## config.mk

```make
export PLATFORM = sky130hd
export DESIGN_NAME = hdhp_div
export DESIGN_NICKNAME = d
export VERILOG_FILES = /design/src/design/hdhp_pkg.sv /design/src/design/hdhp_div.sv
export SDC_FILE = /design/constraint.sdc
export NUM_CORES = 1
export LEC_CHECK = 0
export ABC_AREA = 1
export BUFFER_PORTS_ARGS = -buffer_cell sky130_fd_sc_hd__clkbuf_2
export CAP_MARGIN = 20
export CORE_AREA = 2 2 248 201
export DETAILED_ROUTE_END_ITERATION = 8
export DIE_AREA = 0 0 250 203
export PLACE_DENSITY_LB_ADDON = 0.05
export SYNTH_ARGS = -nofsm -noshare
export SYNTH_HDL_FRONTEND = slang
export SYNTH_SLANG_ARGS = --single-unit
```

## constraint.sdc

```tcl
create_clock -name i_clk -period 4.9 [get_ports i_clk]
set_input_delay 0.735 -clock i_clk [delete_from_list [all_inputs] [get_ports i_clk]]
set_output_delay 0.735 -clock i_clk [all_outputs]
set_load 0.1 [all_outputs]
```

## src/design/hdhp_pkg.sv

```systemverilog
`default_nettype none
// ---------------------------------------------------------------------------
// hdhp_pkg : shared types and constants for the direction histogram
// Bin geometry, command codes, sequencer states and divider request/response types.
// ---------------------------------------------------------------------------
package hdhp_pkg;
    localparam int PHI_BINS      = 64;
    localparam int COSTHETA_BINS = 32;
    localparam int PHI_W         = $clog2(PHI_BINS);
    localparam int CT_W          = $clog2(COSTHETA_BINS);
    localparam int NBINS         = PHI_BINS * COSTHETA_BINS;
    localparam int ADDR_W        = PHI_W + CT_W;

    typedef enum logic [1:0] {
        CMD_CLEAR = 2'd0,
        CMD_FILL  = 2'd1,
        CMD_PEAK  = 2'd2,
        CMD_NONE  = 2'd3
    } t_cmd;

    typedef enum logic [3:0] {
        ST_IDLE, ST_CLEAR, ST_FILL_RD, ST_FILL_WR, ST_SCAN, ST_SCAN_END,
        ST_WIN, ST_WIN_END, ST_DIV_PHI, ST_DIV_CT, ST_DIV_H, ST_DONE
    } t_state;

    // divider request / status between sequencer and divider
    typedef struct packed {
        logic        start;
        logic [63:0] num;   // non-negative numerator
        logic [63:0] den;   // positive denominator
    } t_div_req;

    typedef struct packed {
        logic        done;
        logic [63:0] quo;
        logic [63:0] rem;
    } t_div_rsp;
endpackage
`default_nettype wire

```

## src/design/hdhp_div.sv

```systemverilog
`default_nettype none
// ---------------------------------------------------------------------------
// hdhp_div : shared restoring divider
// One quotient bit per cycle over a 64-bit quotient.
// ---------------------------------------------------------------------------
module hdhp_div (
    input  wire logic              i_clk,
    input  wire logic              i_rst_n,
    input  hdhp_pkg::t_div_req     i_req,
    output hdhp_pkg::t_div_rsp     o_rsp
);
    logic [63:0] r_quo, n_quo;
    logic [64:0] r_rem, n_rem;
    logic [63:0] r_den, n_den;
    logic [6:0]  r_cnt, n_cnt;
    logic        r_busy, n_busy;
    logic        r_done, n_done;
    logic [64:0] w_sh;

    always_comb begin
        n_quo  = r_quo;
        n_rem  = r_rem;
        n_den  = r_den;
        n_cnt  = r_cnt;
        n_busy = r_busy;
        n_done = 1'b0;
        w_sh   = {r_rem[63:0], r_quo[63]};
        if (i_req.start) begin
            n_quo  = i_req.num;
            n_rem  = '0;
            n_den  = i_req.den;
            n_cnt  = 7'd64;
            n_busy = 1'b1;
        end else if (r_busy) begin
            if (w_sh >= {1'b0, r_den}) begin
                n_rem = w_sh - {1'b0, r_den};
                n_quo = {r_quo[62:0], 1'b1};
            end else begin
                n_rem = w_sh;
                n_quo = {r_quo[62:0], 1'b0};
            end
            n_cnt = r_cnt - 7'd1;
            if (r_cnt == 7'd1) begin
                n_busy = 1'b0;
                n_done = 1'b1;
            end
        end
    end

    always_ff @(posedge i_clk) begin
        if (!i_rst_n) begin
            r_busy <= 1'b0;
            r_done <= 1'b0;
            r_cnt  <= '0;
        end else begin
            r_busy <= n_busy;
            r_done <= n_done;
            r_cnt  <= n_cnt;
        end
        r_quo <= n_quo;
        r_rem <= n_rem;
        r_den <= n_den;
    end

    assign o_rsp.done = r_done;
    assign o_rsp.quo  = r_quo;
    assign o_rsp.rem  = r_rem[63:0];

`ifndef SYNTH
    a_done_pulse: assert property (@(posedge i_clk) disable iff (!i_rst_n)
        r_done |=> !r_done) else $error("divider done held");
    a_rem_lt_den: assert property (@(posedge i_clk) disable iff (!i_rst_n)
        r_done |-> (r_rem < {1'b0, r_den})) else $error("remainder too large");
    a_cnt_busy: assert property (@(posedge i_clk) disable iff (!i_rst_n)
        (r_cnt == 7'd0) |-> !r_busy) else $error("divider count mismatch");
`endif
endmodule
`default_nettype wire

```

Word-level counts from Yosys, hierarchy flattened --
Cells that the tools add are included.
Storage, ports and cells: bits in registers 201, input port bits 131, output and inout bits 129, word-level logic and storage cells 26
Cells by class: add/sub/neg operators 2, magnitude comparators 1, equality and inequality tests 1, multiplexer cells 10, bitwise operators 2, reductions and logical operators 3
Operator list (number):
- $mux 64 | 3
- $ge 65x64->1 | 1
- $sub 64x64->64 | 1
- $mux 7 | 2
- $eq 7x1->1 const B | 1
- $sub 7x1->7 const B | 1
- $mux 1 | 5
- $reduce_or 3->1 | 1
- $not 1->1 | 2
- $reduce_bool 2->1 | 1
- $reduce_or 2->1 | 1

Depth between registers and ports, before layout --
word-level depth 4, depth in mapped cells 19, mapped depth without buffers 18

Least setup slack after synthesis --
OpenSTA, ideal clock, no wires.
path kind input to register, from input i_req[128] in the netlist's numbering, to register r_quo[0], enable pin, library setup time 0.454 ns, arrival 3.087 ns, data required time 4.446 ns, setup slack 1.359 ns, stages on the path 4, buffers on the path 2, cells stage by stage nor2_1 inv_1 clkbuf_1 clkbuf_1
Between the ends: cells in the longest elaborated chain, start to end 1
RTL lines:
- start, declared | line hdhp_div.sv:9 | input hdhp_pkg::t_div_req i_req,
- $reduce_bool 2->1 (no line)
- end signal, assigned | line hdhp_div.sv:60 | r_quo <= n_quo;
- end, declared | line hdhp_div.sv:12 | logic [63:0] r_quo, n_quo;
Every way passes these cells. A chain may end at the register's enable or synchronous reset.

Worst setup path after layout --
from register r_den[40], to register r_rem[12]
Between the ends: cells in the longest elaborated chain, start to end 2
RTL lines:
- start, declared | line hdhp_div.sv:14 | logic [63:0] r_den, n_den;
- start signal, assigned | line hdhp_div.sv:62 | r_den <= n_den;
- $ge 65x64->1 | line hdhp_div.sv:35 | if (w_sh >= {1'b0, r_den}) begin
- $mux 64 | line hdhp_div.sv:35
- end signal, assigned | line hdhp_div.sv:61 | r_rem <= n_rem;
- end, declared | line hdhp_div.sv:13 | logic [64:0] r_rem, n_rem;
Every way passes these cells.

==> results by group <==
Synth
  – Most area-consuming cells after synthesis: edfxtp_1 27%, nand2_1 24%, inv_1 11%, dfxtp_1 10%, ha_1 5.7%
  – Post-synth ARST share: 0
  – Synthesis warning total: 0
  – Post-synthesis cell count: 2,179
  – Yosys cell types: 40
  – Biggest area consumer among synthesized cells: edfxtp_1
  – Seq cells post-synth: 201
  – Area share of the largest cell type after synthesis: 0.267
  – Syn_area_per_cell: 6.60 um2
  – Seq/Total Area, Yosys: 0.369
  – Syn Nets: 2,377
  – Mapped cell area: 14,400 um2
  – Main synth FF type: edfxtp_1
  – Post-synth top cells: 909 x nand2_1, 438 x inv_1, 143 x nand3_1
  – Count leader, synth: nand2_1
  – Post-synth EDFFs: 128

CTS
  – Clock Path Buffers: 3
  – Post-CTS Setup Bufs: 0
  – Post-CTS sizing: 0
  – Clk slew on worst S/H paths: 70 ps
  – Clk root buf: clkbuf_16
  – Clock sink count: 201
  – # H-tree levels: 1
  – CTS Hold Bufs: 0
  – TritonCTS clock tree: yes
  – CTS Buf Count: 24
  – Clock network latency to the later pin of the worst-skew pair: 560 ps

Hold path
  – Min-delay src: i_req[13]
  – Hold Path Depth: 1
  – Hold Crit Class: in -> reg
  – Hold Path End: r_den[13]

Floorplan
  – Core Area: 48,100 um2
  – Die W: 250 um
  – Boundary pin count: 260
  – Initial Utilization: 0.299
  – Die area: 50,800 um2
  – Row count: 72
  – Die Ht: 203 um

Worst setup path
  – Crit-path cells: inv_1 -> ha_1 -> nand2_1 -> inv_1 -> a21oi_1 -> nand2_1 -> nand2_1 -> nand2_1 -> nand2_1 -> nand2_1 -> nor2_4 -> buf_4 -> nand3_1 -> nand3_1 -> o21ai_1
  – R2R setup slack: 1770 ps
  – Critical R2R Capture: r_rem[12]
  – CP arrival: 3530 ps
  – Crit path max-delay cell type: buf_4
  – Critical Path RT: 5300 ps
  – Setup crit end kind: flop
  – Most frequent CP cell: nand2_1
  – CP Launch Type: flop
  – Worst path depth: 15
  – CP max stage delay: 600 ps
  – Reg-to-Reg Start: r_den[40]
  – Delay-heaviest family, CP: simple AND/OR/NAND/NOR gates
  – CP max FO: 65
  – R2R depth: 15
  – Setup CP Type: reg -> reg
  – CP Buf/Inv Count: 3

Drt
  – Met3 WL post-DR: 3.04 mm
  – WL met2: 21.4 mm
  – Max layer used: met4
  – DRC Markers: 0
  – ANT nets after route: 0
  – First DRT Iteration DRCs: 899
  – Vias: 13,653
  – DRT Wirelength: 51.1 mm
  – Drt via density: 4.45
  – DR WL/cell: 16.6 um
  – DR pass1 iterations: 8
  – M1 WL: 25.9 mm

Global route
  – First-pass GRT wire length: 78.8 mm
  – Initial antenna violation count: 1
  – Largest net degree at the start of global routing: 83
  – Remaining global-route overflow: 0
  – Vias in the first global route: 13,361
  – Gr usage total: 0.199

Layout
  – Area Overhead vs Synth: 18.7%
  – NumNets Final: 2,622
  – Layout cells sized above 1: 0.149
  – Post-Layout Cell Count: 3,071
  – Diode count: 0
  – Post-route design area: 17,100 um2

Timing
  – Clock Skew: 20.6 ps
  – Worst-Margin Slew: 1010 ps
  – Max_slew headroom: 0.330
  – Part of the cycle the worst path needs: 0.639
  – RSZ-0062 raised after global routing: false
  – Max Freq: 319 MHz
  – Final setup violation count: 0
  – Max-slew violations: 0
  – Final hold viol count: 0
  – Fin Hold WS: 349 ps
  – Setup TNS: 0 ps
  – Tmin final: 3130 ps

Placement
  – DP Cell Count: 3,027
  – Post-DP Area: 16,200 um2
  – Buffers on Ports: 259
  – GPL Wtd Cong: 0.918
  – Post-detail-place hpwl: 40.9 mm

Power and ir drop
  – Worst VDD drop: 0.216 mV
  – Lkg Pwr: 0.00948 uW
  – Cell Pwr Density: 276 nW/um2

Job
  – Maxcap violations: 0

Outcome
  – Status: completed
## final cells by class
class	instances	area [um2]
Fill cell	5410	31000
Sequential cell	201	5310
Clock buffer	40	763
Clock inverter	4	45.0
Multi-Input combinational cell	1487	7120
Inverter	443	1670
Timing Repair Buffer	267	1370
Tap cell	629	787
## power by group
part	internal (uW)	total, uW	switching (uW)
logic	191	935	744
clock network	1060	1800	738
registers	1930	1980	49.6
## cell usage in the layout (no fill, tap or decap), types with 2 or more instances in the layout
cell	instances
ha_1	66
o21bai_1	7
and2_1	4
nand2_4	2
nor2_4	6
inv_2	5
clkbuf_1	8
clkinv_2	3
nand2_2	19
xor2_1	4
o21ai_1	18
clkbuf_8	6
nand3_1	143
clkbuf_2	258
o21ai_0	26
inv_1	436
edfxtp_1	128
nand3_2	9
nand4_1	17
nand3b_1	35
nor4_1	3
clkbuf_16	26
nor2_2	14
a31oi_1	2
buf_4	8
nand2_1	909
dfxtp_1	73
xnor2_1	28
a21oi_1	50
nor3_1	16
nor2_1	100
## sequential cells by signal, indices dropped and copies added, names as in the netlist
name    count
r_quo      64
r_busy      1
r_cnt       7
r_rem      64
r_den      64
r_done      1
## cells by family (layout without fill, tap and decap cells)
logic type / Yosys count / in the layout / share of synthesized area
AOI/OAI and AO/OA: 109 / 109 / 0.0414
and+or+nand+nor: 1279 / 1279 / 0.375
DFF: 201 / 201 / 0.369
adders and majority gates: 67 / 67 / 0.0589
xor gates and xnor gates: 32 / 32 / 0.0195
buffers and inverters: 491 / 754 / 0.136
## metal layers
metal,vias to the layer above,global-route usage
met2,299,0.303
met3,37,0.0395
met4,0,0.0308
met5,-,0
li1,7171,-
met1,6146,0.294
## worst max path at each step
| stage | startpoint | endpoint | slack [ps] |
|---|---|---|---|
| 4_1_cts | r_rem[49] | r_rem[53] | 1660 |
| 3_3_place_gp | r_den[53] | r_rem[53] | 1640 |
| 3_5_place_dp | r_rem[49] | r_rem[53] | 1670 |
| 5_1_grt | r_den[39] | r_rem[8] | 1460 |
| 2_1_floorplan | i_req[128] | r_quo[0] | 1360 |
| 6_report | r_den[40] | r_rem[12] | 1770 |
## metrics by stage
step           worst slack (ps)   util  total power, uW
2_1_floorplan              1360      -             2710
3_3_place_gp               1640  0.337             2960
3_5_place_dp               1670  0.338             2960
4_1_cts                    1660  0.355             4820
5_1_grt                    1460  0.355             4940
6_report                   1770  0.355             4720
Note: power is estimated with default switching activity, not from simulation.
